<file path="src/design/ascii_decimal_number_parser_unit_assert.svh">
// ----------------------------------------------------------------------------
// Assertion macros for the ASCII decimal number parser
// Concurrent checks on the clock and reset of the module that uses them.
// ----------------------------------------------------------------------------
`ifndef ASCII_DECIMAL_NUMBER_PARSER_UNIT_ASSERT_SVH
`define ASCII_DECIMAL_NUMBER_PARSER_UNIT_ASSERT_SVH

`ifndef SYNTH

`define ADNP_ASSERT_SAME_CYCLE(label, cond, expr) \
   label: assert property (@(posedge clock) disable iff (reset) (cond) |-> (expr)) \
      else $error("parser check failed in the same cycle");

`define ADNP_ASSERT_NEXT_CYCLE(label, cond, expr) \
   label: assert property (@(posedge clock) disable iff (reset) (cond) |=> (expr)) \
      else $error("parser check failed in the following cycle");

`else

`define ADNP_ASSERT_SAME_CYCLE(label, cond, expr)

`define ADNP_ASSERT_NEXT_CYCLE(label, cond, expr)

`endif

`endif

</file>
<file path="src/design/adnp_pkg.sv">
// ----------------------------------------------------------------------------
// ASCII decimal number parser package
// Payload types, character codes and fixed-point constants.
// ----------------------------------------------------------------------------
package adnp_pkg;

   localparam int INT_BITS          = 31;
   localparam int VALUE_BITS        = 48;
   localparam int DIGIT_COUNT_BITS  = 4;
   localparam int FRAC_BITS_DEFAULT   = 16;
   localparam int WEIGHT_BITS_DEFAULT = 32;

   localparam logic [INT_BITS-1:0]   INT_MAX   = '1;
   localparam logic [VALUE_BITS-1:0] VALUE_MAX = {1'b0, {(VALUE_BITS-1){1'b1}}};

   localparam logic [7:0] CHAR_ZERO  = 8'd48;
   localparam logic [7:0] CHAR_NINE  = 8'd57;
   localparam logic [7:0] CHAR_MINUS = 8'd45;
   localparam logic [7:0] CHAR_POINT = 8'd46;
   localparam logic [7:0] CHAR_COMMA = 8'd44;

   typedef struct packed {
      logic [7:0] char_code;
      logic       last_char;
   } req_payload_type;

   typedef struct packed {
      logic signed [VALUE_BITS-1:0] value;
      logic                         bad_string;
      logic                         overflowed;
   } rsp_payload_type;

   // Summary of a finished string, handed from the accumulator to the formatter.
   typedef struct packed {
      logic minus;
      logic bad;
      logic saturated;
      logic integer_mode;
   } string_flags_type;

endpackage

</file>
<file path="src/design/adnp_accum.sv">
// ----------------------------------------------------------------------------
// ASCII decimal number parser: character accumulator
// Holds the per-string state and folds in one character per cycle on step_go.
// ----------------------------------------------------------------------------
module adnp_accum #(
   parameter int WEIGHT_BITS = adnp_pkg::WEIGHT_BITS_DEFAULT
) (
   input  logic                           clock,
   input  logic                           reset,
   input  logic                           step_go,
   input  logic [7:0]                     char_code,
   input  logic                           last_char,
   input  logic                           integer_mode,
   output adnp_pkg::string_flags_type     done_flags,
   output logic [adnp_pkg::INT_BITS-1:0]  done_int,
   output logic [WEIGHT_BITS-1:0]         done_frac
);
   import adnp_pkg::*;

   localparam int WEIGHT_DEPTH = 1 << DIGIT_COUNT_BITS;
   localparam int INT_WIDE     = INT_BITS + 4;
   localparam int FRAC_WIDE    = WEIGHT_BITS + 4;

   // Digit weights, one tenth and then each rounded tenth of the one before.
   function automatic logic [WEIGHT_DEPTH*WEIGHT_BITS-1:0] build_weights();
      logic [WEIGHT_DEPTH*WEIGHT_BITS-1:0] rom;
      logic [WEIGHT_BITS:0]                w;
      rom = '0;
      w   = ((WEIGHT_BITS+1)'(1) << WEIGHT_BITS) + (WEIGHT_BITS+1)'(5);
      w   = w / 10;
      for (int k = 0; k < WEIGHT_DEPTH; k++) begin
         rom[k*WEIGHT_BITS +: WEIGHT_BITS] = w[WEIGHT_BITS-1:0];
         w = (w + (WEIGHT_BITS+1)'(5)) / 10;
      end
      return rom;
   endfunction

   localparam logic [WEIGHT_DEPTH*WEIGHT_BITS-1:0] WEIGHT_ROM = build_weights();

   logic [INT_BITS-1:0]         int_ff, int_in;
   logic [WEIGHT_BITS-1:0]      frac_ff, frac_in;
   logic [DIGIT_COUNT_BITS-1:0] count_ff, count_in;
   logic                        minus_ff, minus_in;
   logic                        point_ff, point_in;
   logic                        bad_ff, bad_in;
   logic                        sat_ff, sat_in;

   logic [3:0]             digit;
   logic [WEIGHT_BITS-1:0] weight;
   logic [INT_WIDE-1:0]    int_wide;
   logic [FRAC_WIDE-1:0]   frac_wide;

   always_comb begin
      digit     = 4'(char_code - CHAR_ZERO);
      weight    = WEIGHT_ROM[count_ff*WEIGHT_BITS +: WEIGHT_BITS];
      int_wide  = (INT_WIDE'(int_ff) << 3) + (INT_WIDE'(int_ff) << 1) + INT_WIDE'(digit);
      frac_wide = FRAC_WIDE'(frac_ff) + FRAC_WIDE'(digit) * FRAC_WIDE'(weight);

      int_in   = int_ff;
      frac_in  = frac_ff;
      count_in = count_ff;
      minus_in = minus_ff;
      point_in = point_ff;
      bad_in   = bad_ff;
      sat_in   = sat_ff;

      // Once the string is bad, every further character is ignored.
      if (!bad_ff) begin
         priority if (char_code >= CHAR_ZERO && char_code <= CHAR_NINE) begin
            if (point_ff && !integer_mode) begin
               frac_in = (|frac_wide[FRAC_WIDE-1:WEIGHT_BITS]) ? '1
                                                              : frac_wide[WEIGHT_BITS-1:0];
               if (count_ff != '1) begin
                  count_in = count_ff + 1'b1;
               end
            end else begin
               if (|int_wide[INT_WIDE-1:INT_BITS]) begin
                  int_in = INT_MAX;
                  sat_in = 1'b1;
               end else begin
                  int_in = int_wide[INT_BITS-1:0];
               end
            end
         end else if (char_code == CHAR_MINUS) begin
            minus_in = 1'b1;
            bad_in   = minus_ff;
         end else if (char_code == CHAR_POINT || char_code == CHAR_COMMA) begin
            point_in = 1'b1;
            bad_in   = point_ff;
         end else begin
            bad_in = 1'b1;
         end
      end
   end

   assign done_int                = int_in;
   assign done_frac               = frac_in;
   assign done_flags.minus        = minus_in;
   assign done_flags.bad          = bad_in;
   assign done_flags.saturated    = sat_in;
   assign done_flags.integer_mode = integer_mode;

   always_ff @(posedge clock) begin
      if (reset || (step_go && last_char)) begin
         int_ff   <= '0;
         frac_ff  <= '0;
         count_ff <= '0;
         minus_ff <= 1'b0;
         point_ff <= 1'b0;
         bad_ff   <= 1'b0;
         sat_ff   <= 1'b0;
      end else if (step_go) begin
         int_ff   <= int_in;
         frac_ff  <= frac_in;
         count_ff <= count_in;
         minus_ff <= minus_in;
         point_ff <= point_in;
         bad_ff   <= bad_in;
         sat_ff   <= sat_in;
      end
   end

endmodule

</file>
<file path="src/design/adnp_format.sv">
// ----------------------------------------------------------------------------
// ASCII decimal number parser: result formatter
// Builds the signed result from the totals of a finished string.
// ----------------------------------------------------------------------------
module adnp_format #(
   parameter int FRAC_BITS   = adnp_pkg::FRAC_BITS_DEFAULT,
   parameter int WEIGHT_BITS = adnp_pkg::WEIGHT_BITS_DEFAULT
) (
   input  adnp_pkg::string_flags_type    flags,
   input  logic [adnp_pkg::INT_BITS-1:0] int_total,
   input  logic [WEIGHT_BITS-1:0]        frac_total,
   output adnp_pkg::rsp_payload_type     result
);
   import adnp_pkg::*;

   localparam int MAG_BITS = INT_BITS + FRAC_BITS + 1;
   localparam int EXT_BITS = (MAG_BITS > VALUE_BITS) ? MAG_BITS : VALUE_BITS;

   logic [MAG_BITS-1:0]   fixed_mag;
   logic [EXT_BITS-1:0]   fixed_ext;
   logic                  fixed_big;
   logic [VALUE_BITS-1:0] magnitude;
   logic                  over;

   generate
      if (WEIGHT_BITS > FRAC_BITS) begin : g_round
         localparam int SHIFT    = WEIGHT_BITS - FRAC_BITS;
         localparam int SUM_BITS = INT_BITS + WEIGHT_BITS + 1;
         localparam logic [SUM_BITS-1:0] HALF = SUM_BITS'(1) << (SHIFT - 1);
         logic [SUM_BITS-1:0] wide;
         // Integer and fraction are added at full weight precision, then
         // rounded half up to the kept fraction bits.
         assign wide      = SUM_BITS'({int_total, frac_total}) + HALF;
         assign fixed_mag = wide[SUM_BITS-1:SHIFT];
      end else begin : g_widen
         assign fixed_mag = MAG_BITS'({int_total, frac_total}) << (FRAC_BITS - WEIGHT_BITS);
      end
   endgenerate

   always_comb begin
      fixed_ext = EXT_BITS'(fixed_mag);
      fixed_big = |fixed_ext[EXT_BITS-1:VALUE_BITS-1];
      if (flags.integer_mode) begin
         magnitude = VALUE_BITS'(int_total);
         over      = flags.saturated;
      end else begin
         magnitude = fixed_big ? VALUE_MAX : fixed_ext[VALUE_BITS-1:0];
         over      = flags.saturated || fixed_big;
      end

      if (flags.bad) begin
         result.value      = '0;
         result.bad_string = 1'b1;
         result.overflowed = 1'b0;
      end else begin
         result.value      = flags.minus ? -$signed(magnitude) : $signed(magnitude);
         result.bad_string = 1'b0;
         result.overflowed = over;
      end
   end

endmodule

</file>
<file path="src/design/ascii_decimal_number_parser_unit.sv">
// ----------------------------------------------------------------------------
// ASCII decimal number parser unit
// Parses a stream of ASCII characters into a signed fixed-point or integer
// number, one result for each string closed by a last character.
//
//   Channel   Direction  Handshake                     Payload
//   req_      in         req_valid / req_stall         char_code, last_char
//   rsp_      out        rsp_valid / rsp_stall         value, bad_string, overflowed
//   csr_      in         csr_write_enable              integer_mode
//
// One character is taken every cycle unless a last character waits for room;
// the update of the string state (digit times weight added to the fraction,
// times ten for the integer) sets that rate. A string's totals pass the
// finished-string register and then the result register. Reset is synchronous
// and clears the string state and the mode. While the result register is
// stalled, characters are taken until a last character meets a full queue.
// ----------------------------------------------------------------------------
module ascii_decimal_number_parser_unit #(
   parameter int FRAC_BITS   = adnp_pkg::FRAC_BITS_DEFAULT,
   parameter int WEIGHT_BITS = adnp_pkg::WEIGHT_BITS_DEFAULT
) (
   input  logic                      clock,
   input  logic                      reset,
   input  logic                      req_valid,
   output logic                      req_stall,
   input  adnp_pkg::req_payload_type req_payload,
   output logic                      rsp_valid,
   input  logic                      rsp_stall,
   output adnp_pkg::rsp_payload_type rsp_payload,
   input  logic                      csr_write_enable,
   input  logic                      csr_write_data
);
   import adnp_pkg::*;

   logic mode_ff;

   logic            in_valid_ff, in_valid_in;
   req_payload_type in_payload_ff;

   logic                   fin_valid_ff, fin_valid_in;
   string_flags_type       fin_flags_ff;
   logic [INT_BITS-1:0]    fin_int_ff;
   logic [WEIGHT_BITS-1:0] fin_frac_ff;

   logic            rsp_valid_ff, rsp_valid_in;
   rsp_payload_type rsp_payload_ff, rsp_payload_in;

   string_flags_type       done_flags;
   logic [INT_BITS-1:0]    done_int;
   logic [WEIGHT_BITS-1:0] done_frac;

   logic out_free, fin_free, step_go, in_free, req_take, fin_load, out_load;

   always_comb begin
      out_free = !rsp_valid_ff || !rsp_stall;
      out_load = fin_valid_ff && out_free;
      fin_free = !fin_valid_ff || out_free;
      // A plain character never waits; a last character needs room downstream.
      step_go  = in_valid_ff && (!in_payload_ff.last_char || fin_free);
      fin_load = step_go && in_payload_ff.last_char;
      in_free  = !in_valid_ff || step_go;
      req_take = req_valid && in_free;

      in_valid_in  = req_take || (in_valid_ff && !step_go);
      fin_valid_in = fin_load || (fin_valid_ff && !out_load);
      rsp_valid_in = out_load || (rsp_valid_ff && rsp_stall);
   end

   assign req_stall   = !in_free;
   assign rsp_valid   = rsp_valid_ff;
   assign rsp_payload = rsp_payload_ff;

   adnp_accum #(
      .WEIGHT_BITS (WEIGHT_BITS)
   ) u_accum (
      .clock        (clock),
      .reset        (reset),
      .step_go      (step_go),
      .char_code    (in_payload_ff.char_code),
      .last_char    (in_payload_ff.last_char),
      .integer_mode (mode_ff),
      .done_flags   (done_flags),
      .done_int     (done_int),
      .done_frac    (done_frac)
   );

   adnp_format #(
      .FRAC_BITS   (FRAC_BITS),
      .WEIGHT_BITS (WEIGHT_BITS)
   ) u_format (
      .flags      (fin_flags_ff),
      .int_total  (fin_int_ff),
      .frac_total (fin_frac_ff),
      .result     (rsp_payload_in)
   );

   always_ff @(posedge clock) begin
      if (reset) begin
         mode_ff      <= 1'b0;
         in_valid_ff  <= 1'b0;
         fin_valid_ff <= 1'b0;
         rsp_valid_ff <= 1'b0;
      end else begin
         if (csr_write_enable) begin
            mode_ff <= csr_write_data;
         end
         in_valid_ff  <= in_valid_in;
         fin_valid_ff <= fin_valid_in;
         rsp_valid_ff <= rsp_valid_in;
      end
   end

   always_ff @(posedge clock) begin
      if (req_take) begin
         in_payload_ff <= req_payload;
      end
      if (fin_load) begin
         fin_flags_ff <= done_flags;
         fin_int_ff   <= done_int;
         fin_frac_ff  <= done_frac;
      end
      if (out_load) begin
         rsp_payload_ff <= rsp_payload_in;
      end
   end

`include "ascii_decimal_number_parser_unit_assert.svh"

   // Back-pressure reaches the request side only with a finished string queued.
   `ADNP_ASSERT_SAME_CYCLE(a_stall_needs_full_queue, req_stall, in_valid_ff && in_payload_ff.last_char && fin_valid_ff)
   // A finished string is kept while the result register cannot take it.
   `ADNP_ASSERT_NEXT_CYCLE(a_finished_string_held, fin_valid_ff && rsp_valid_ff && rsp_stall, fin_valid_ff)
   // A bad string always reports zero with no overflow.
   `ADNP_ASSERT_SAME_CYCLE(a_bad_string_is_zero, rsp_valid_ff && rsp_payload_ff.bad_string, rsp_payload_ff.value == '0 && !rsp_payload_ff.overflowed)
   // A plain character never produces a finished string.
   `ADNP_ASSERT_NEXT_CYCLE(a_plain_char_no_result, in_valid_ff && !in_payload_ff.last_char && !fin_valid_ff, !fin_valid_ff)

endmodule
</file>
<file path="config.mk">
export PLATFORM = sky130hd
export DESIGN_NAME = ascii_decimal_number_parser_unit
export DESIGN_NICKNAME = d
export VERILOG_FILES = /design/src/design/adnp_pkg.sv /design/src/design/adnp_accum.sv /design/src/design/adnp_format.sv /design/src/design/ascii_decimal_number_parser_unit.sv
export VERILOG_INCLUDE_DIRS = /design/src /design/src/design
export SDC_FILE = /design/constraint.sdc
export NUM_CORES = 1
export LEC_CHECK = 0
export ABC_CLOCK_PERIOD_IN_PS = 8380
export BUFFER_PORTS_ARGS = -buffer_cell sky130_fd_sc_hd__buf_2
export CAP_MARGIN = 30
export CORE_MARGIN = 2
export CORE_UTILIZATION = 55
export CTS_BUF_LIST = sky130_fd_sc_hd__clkbuf_4 sky130_fd_sc_hd__clkbuf_8 sky130_fd_sc_hd__clkbuf_16
export CTS_CLUSTER_DIAMETER = 200
export DETAILED_ROUTE_END_ITERATION = 16
export PLACE_DENSITY_LB_ADDON = 0.1
export SYNTH_ARGS = -nofsm -noshare
export SYNTH_HDL_FRONTEND = slang
export SYNTH_SLANG_ARGS = --single-unit
</file>
<file path="constraint.sdc">
create_clock -name clock -period 8.38 [get_ports clock]
set_clock_uncertainty 0.15 [all_clocks]
set_input_delay 0.838 -clock clock [delete_from_list [all_inputs] [get_ports clock]]
set_output_delay 0.838 -clock clock [all_outputs]
set_load 0.01 [all_outputs]
</file>
==> qor.txt, run 1 <==
FF-to-FF Start -> u_accum.count_ff[0]
First-pass GRT wire length -> 76800 µm
Setup crit start -> u_accum.count_ff[0]
Total iterations of the first detailed-routing run -> 7
Area after DPL -> 17900 µm²
Synth area leader -> edfxtp_1
Vias per cell -> 6.28
Mean Syn Cell Area -> 8.44 µm²
Total GRT Usage -> 29.0%
Top cells by area, synth -> edfxtp_1, fa_1, dfxtp_1
Mapped Nets -> 2265
Area grow syn2layout -> 6.96%
Initial DRC Count -> 1615
P_leak -> 7.69 nW
Count of final hold-check violations -> 0
Core ar. -> 30800 µm²
Period utilization -> 80.9%
CTS root buffer -> clkbuf_16
Nets -> 2260
Clock network power share -> 34.1%
DRT antenna net count -> 0
Die height -> 181 µm
Clock Sinks -> 186
Switch share -> 32.9%
Pre-CTS setup slack -> 1.66 ns
R2r setup slk -> 1.60 ns
Die ar. -> 32900 µm²
Most Crowded Layer GR -> met1
Final setup fails -> 0
Worst Setup End Kind -> flip-flop
Vias after detailed routing -> 15400
H-tree lvl count -> 4
NetSw -> 0.804 mW
Syn Inst Count -> 2052
Final GP Congestion -> 0.959
Synthesized area -> 17300 µm²
Slew Viols, Final -> 0
RSZ-0062 raised after global routing -> false
Met3 usage -> 6.10%
Status -> completed
Hold WC Path Type -> reg -> reg
Post-DP HPWL -> 36100 µm
Most frequent cells in the layout -> nor2_1, inv_1, nand2_1
Port buffer count -> 66
Final worst setup slack -> 1.60 ns
Max-slew headroom -> 42.3%
Detailed Route WL -> 47400 µm
Max_cap viols -> 0
Worst Setup Path Type -> reg -> reg
PostCTS Resize Cnt -> 0
Worst-skew pair later-pin latency -> 0.45 ns
FF-to-FF path depth -> 22
Max Buffers Root-to-Sink -> 2
Share of layout cells above drive strength 1 -> 8.64%
Io pins -> 67
TritonCTS buffer count -> 17
Top-area cell type share of the netlist area -> 19.2%
Clock slew at reported path FFs -> 0.08 ns
DRC violations left -> 0
Min Tclk post-route -> 6.78 ns
Die W -> 181 µm
CTS tree -> built
Sequential Power Share -> 41.1%
Antenna cell count -> 0
Seq/Total Area, Yosys -> 27.9%
Pwr Density -> 132 nW/µm²
Final Cell Area -> 18500 µm²
Antenna violations before repair -> 0
Logic gate share of total power -> 24.9%
Worst endpoint required time -> 8.40 ns
Vias in the first global route -> 14200
Maximum vdd ir drop -> 0.142 mV
Post-route setup TNS -> 0 ns
Met1 Use GR -> 43.5%
Worst R2R End -> fin_frac_ff[26]
Pwr Total -> 2.45 mW
Leading cell type in the layout, fill and taps excluded -> nor2_1
Hold_buf cts -> 0
DR WL/cell -> 19.3 µm
Largest net degree at the start of global routing -> 65
Post-CTS Setup Bufs -> 0
Arrival time at the worst endpoint -> 6.80 ns
Yosys warnings -> 0
Number of distinct library cells after synthesis -> 89
Row count -> 64
Number of synthesized flops with an enable pin -> 111
GRT overflow -> 0
Crit path to -> fin_frac_ff[26]
Int Power -> 1.64 mW
FFs w/ async S/R, synth -> 0%
Worst-margin pin slew -> 0.858 ns
Startpoint Class -> flip-flop
Max Freq -> 0.148 GHz
Most used DFF post-synth -> edfxtp_1
Yosys reg bits -> 186
Starting Density -> 56.2%
Routing usage on met2 -> 43.1%
Crit Path Max Fanout -> 26
## metrics by stage
stage | cells | hold slack, ns | utilization, %
finish | 2456 | 0.352 | 60.1
global route | 2456 | 0.388 | 60.1
detailed placement | 2424 | 0.325 | 58.1
CTS | 2456 | 0.354 | 60.1
global placement | 2424 | 0.314 | 58.1
floorplan | 2052 | 0.271 | -
## cell families (layout without fill, tap and decap cells)
kind of cell               after synthesis  in the layout  share of synthesized area, %
and+or+nand+nor                        732            732                          21.7
AOI/OAI and AO/OA                      533            533                          20.2
buffers and inverters                  283            291                          6.32
adders and majority gates              198            198                          17.7
DFF                                    186            186                          27.9
xor gates and xnor gates               105            105                          5.31
muxes                                   15             15                         0.889
## layout make-up
cell class              count  area, µm²
clock buffers              17        425
clock inverters            15        175
fillers                  2767      12300
inverters                 170        638
multi-input cells        1583      11500
flip-flops and latches    186       4830
well taps                 396        495
repair buffers             89        503
## synth_stat cells (42+ instances only)
| master | instances |
|---|---|
| edfxtp_1 | 111 |
| a31oi_1 | 73 |
| xor2_1 | 42 |
| ha_1 | 120 |
| o21ai_0 | 122 |
| nor3_1 | 59 |
| fa_1 | 78 |
| inv_1 | 166 |
| and2_1 | 47 |
| clkbuf_1 | 94 |
| dfxtp_1 | 75 |
| xnor2_1 | 63 |
| nor2_1 | 206 |
| nand3_1 | 53 |
| a21oi_1 | 122 |
| nand2_1 | 149 |
## how the worst min path moves through the flow
stage,slack [ns],cells past startpoint,start,endpoint
floorplan,0.27,0,mode_ff,fin_flags_ff[0]
global placement,0.31,2,fin_valid_ff,rsp_valid
detailed placement,0.32,2,fin_valid_ff,rsp_valid
CTS,0.35,2,u_accum.sat_ff,u_accum.sat_ff
global route,0.39,1,req_payload[7],in_payload_ff[7]
finish,0.35,2,fin_valid_ff,rsp_valid
## state kept, by name, indices dropped and copies added, names as in the netlist, named ones only
register          flops
u_accum.minus_ff      1
fin_frac_ff          17
rsp_valid             1
fin_int_ff           31
mode_ff               1
in_valid_ff           1
u_accum.point_ff      1
u_accum.frac_ff      17
u_accum.bad_ff        1
u_accum.int_ff       31
fin_valid_ff          1
fin_flags_ff          4
u_accum.sat_ff        1
u_accum.count_ff      4
in_payload_ff         9
rsp_payload          50
## power by group through the flow
stage | logic [mW] | registers, mW | clock network (mW)
global route | 0.677 | 1.01 | 0.887
floorplan | 0.447 | 1.02 | 0
detailed placement | 0.603 | 1.02 | 0
finish | 0.608 | 1.00 | 0.833
global placement | 0.595 | 1.02 | 0
CTS | 0.606 | 1.00 | 0.847
## layer usage
layer / wire, µm / vias to the layer above / part of all wire [%]
met4: 683 / 0 / 1.4
met1: 22600 / 7308 / 48
met3: 3740 / 62 / 7.9
met5: 0 / - / 0
li1: - / 7424 / -
met2: 20400 / 633 / 43
## critical path, cell delays in order, from the launching register on
cell	delay [ns]
dfxtp_1	0.44
clkinv_1	0.35
ha_1	0.43
nand2_1	0.12
nor2_1	0.06
and2_1	0.26
or2_2	0.31
fa_1	0.50
fa_1	0.55
inv_1	0.05
fa_1	0.49
inv_1	0.04
ha_1	0.38
a211oi_1	0.33
nor2_1	0.11
nor2_1	0.21
a31oi_1	0.18
a211oi_1	0.46
o21ai_0	0.23
nor2b_1	0.24
nor2_2	0.15
buf_4	0.29
a31oi_1	0.14
Power figures use the tool's default switching activity.
==> run 2, diff against run 1 <==
ABC_AREA = 1   (was default)
ABC_CLOCK_PERIOD_IN_PS = 6100   (was 8380)
clock period = 6.1 ns   (was 8.38 ns; I/O delays follow)
==> run 2 against run 1 <==
Compared with the run above:
- global-route usage rose by 1.9 points
- wire length rose by 6.5%
- setup slack got worse by 1.3 ns
- die area rose by 1.2%
- count of clock-buffer cells in the layout rose by 1
- area after synthesis rose by 1.3%
- utilization barely moved
- flip-flop and latch count did not move
- hold slack got worse by 0.18 ns
- final cell count rose by 21%
- power rose by 44%
- maximum frequency rose by 18%
- largest cell class unchanged
- highest routed layer unchanged
==> qor.txt, run 2 <==
Status -> completed
Post-route setup TNS -> 0 ns (unchanged)
Max-slew headroom -> 35.2% (-7.1 points)
Row count -> 65 (+1.6%)
H-tree lvl count -> 4 (unchanged)
Max incr delay on CP -> 0.52 ns (-0.03 ns)
FFs w/ async S/R, synth -> 0% (unchanged)
Synth cell count leaders -> nand2_1, inv_1, nor2_1
Most frequent cells in the layout -> nand2_1, inv_1, nor2_1
Syn Inst Count -> 2499 (+22%)
FILL cells -> 3116 (+13%)
DRT antenna net count -> 0 (unchanged)
Io pins -> 67 (unchanged)
Min Tclk post-route -> 5.76 ns (-1.02 ns)
Final setup fails -> 0 (unchanged)
Total GRT Usage -> 30.9% (+1.9 points)
Total iterations of the first detailed-routing run -> 5 (-2)
Hold WC Path Type -> in -> reg
Arrival time at the worst endpoint -> 5.80 ns (-1.00 ns)
Max Buffers Root-to-Sink -> 2 (unchanged)
Detailed Route WL -> 50500 µm (+6.5%)
RSZ-0062 raised after global routing -> false
DRC violations left -> 0 (unchanged)
Synth area leader -> edfxtp_1
Initial DRC Count -> 1575 (-2.5%)
Die W -> 183 µm (+0.61%)
Share of layout cells above drive strength 1 -> 8.69% (+0.053 points)
Period utilization -> 94.4% (+14 points)
Antenna cell count -> 0 (unchanged)
Top-area cell type share of the netlist area -> 19.0% (-0.24 points)
Area after DPL -> 18300 µm² (+2.3%)
Mapped Nets -> 2712 (+20%)
Synthesized area -> 17500 µm² (+1.3%)
Crit Path Max Fanout -> 22 (-15%)
Worst endpoint required time -> 6.14 ns (-2.26 ns)
Largest net degree at the start of global routing -> 74 (+14%)
CTS root buffer -> clkbuf_16
Startpoint Class -> flip-flop
Max Freq -> 0.174 GHz (+18%)
Worst Setup Path Type -> reg -> reg
Nets -> 2765 (+22%)
Worst Setup End Kind -> flip-flop
Maximum vdd ir drop -> 0.208 mV (+46%)
Mean Syn Cell Area -> 7.02 µm² (-17%)
Most used DFF post-synth -> edfxtp_1
DR WL/cell -> 17.0 µm (-12%)
Top cells by area, synth -> edfxtp_1, nand2_1, fa_1
First-pass GRT wire length -> 81100 µm (+5.7%)
GRT overflow -> 0 (unchanged)
Number of flip-flops in the largest register -> 50 (unchanged)
Vias after detailed routing -> 16700 (+8.1%)
Final GP Congestion -> 1.02 (+6.5%)
CTS tree -> built
Die height -> 183 µm (+0.61%)
FF-to-FF Start -> u_accum.count_ff[1]
Starting Density -> 55.7% (-0.46 points)
Seq/Total Area, Yosys -> 27.6% (-0.35 points)
Core ar. -> 31500 µm² (+2.1%)
Worst-skew pair later-pin latency -> 0.47 ns (+0.02 ns)
Most common cell in the netlist -> nand2_1
Most frequent cell on the critical path -> nand3_1
Sequential cell area -> 4840 µm² (about the same)
Number of distinct library cells after synthesis -> 50 (-44%)
Area taken by multi-input logic gates -> 11000 µm² (-3.6%)
Hold path startpoint -> req_payload[1]
Leading cell type in the layout, fill and taps excluded -> nand2_1
Yosys reg bits -> 186 (unchanged)
P_leak -> 9.20 nW (+20%)
Slowest library cell on the worst path -> fa_1
Vias in the first global route -> 15800 (+11%)
Antenna violations before repair -> 0 (unchanged)
Final Cell Area -> 18900 µm² (+2.1%)
Worst-margin pin slew -> 0.970 ns (+0.112 ns)
Setup crit start -> u_accum.count_ff[1]
Die ar. -> 33300 µm² (+1.2%)
Vias per cell -> 5.62 (-10%)
Clock slew at reported path FFs -> 0.08 ns (about the same)
Slew Viols, Final -> 0 (unchanged)
Pwr Total -> 3.53 mW (+44%)
Pwr Density -> 187 nW/µm² (+41%)
Number of synthesized flops with an enable pin -> 111 (unchanged)
Post-CTS Setup Bufs -> 0 (unchanged)
Area grow syn2layout -> 7.86%
WP buf/inv -> 7 (+3)
Max_cap viols -> 0 (unchanged)
Largest delay share family, worst path -> adder cells
Port buffer count -> 66 (unchanged)
TritonCTS buffer count -> 17 (unchanged)
Post-DP HPWL -> 40600 µm (+12%)
Count of final hold-check violations -> 0 (unchanged)
Clock Sinks -> 186 (unchanged)
Yosys warnings -> 0 (unchanged)
Hold_buf cts -> 0 (unchanged)
## run 2: power by group
part           leakage [nW]  internal [mW]  total, mW  switching (mW)
clock                 0.275          0.549       1.10           0.553
combinational          7.27          0.353       1.03           0.672
sequential             1.66           1.36       1.40          0.0386
## run 2: metal layers
metal	vias to the layer above	global-route usage, %	routed length [µm]
met4	0	8.74	972
met5	-	0	0
li1	8195	-	-
met1	7787	45.3	24100
met2	616	47.0	21500
met3	82	5.27	4010
## run 2: cells by family after synthesis
kind of cell,after synthesis,synth area share [%]
buffers and inverters,438,9.66
flip-flops,186,27.6
AND/OR/NAND/NOR,1192,29.1
AO/OA/AOI/OAI,421,12.9
XOR/XNOR,62,3.10
adder cells (fa/ha/maj),198,17.5
multiplexers,2,0.114
## run 2: path summary, 6_finish.rpt
path                            cells after the start               end  slack, ns
worst max-delay path                               26   fin_frac_ff[29]       0.34
worst min-delay path                                1  in_payload_ff[1]       0.17
worst max register to register                     26   fin_frac_ff[29]       0.34
worst min register to register                      2    u_accum.sat_ff       0.34
## run 2: layout make-up
| cell class | instances | share of cell area [%] |
|---|---|---|
| clock buffers | 18 | 2.32 |
| flip-flops and latches | 186 | 25.6 |
| multi-input cells | 1875 | 58.4 |
| inverters | 378 | 7.50 |
| repair buffers | 94 | 2.92 |
| well taps | 402 | 2.66 |
| clock inverters | 14 | 0.668 |
## run 2: through the flow
step / worst slack (ns) / utilization [%] / hold WS (ns) / cells
after floorplan: 0.751 / - / 0.274 / 2499
after global placement: 0.306 / 58.2 / 0.307 / 2935
after detailed placement: 0.0710 / 58.2 / 0.323 / 2935
after CTS: 0.0165 / 60.0 / 0.153 / 2967
after global routing: 0.0134 / 60.1 / 0.157 / 2967
final: 0.342 / 60.1 / 0.169 / 2967
## run 2: what timing repair did
action	4_1_cts	5_1_grt
gates resized for setup	0	7
endpoints found under the setup margin	0	49
endpoints found under the hold margin	0	0
## run 2: worst register-to-register path: cells and delay by family, from the launching register on
family / cells / cell delay (ns)
flops: 1 / 0.39
fa+ha+maj: 5 / 2.12
compound gates: 4 / 0.47
buf+inv: 7 / 1.05
simple gates: 10 / 1.32
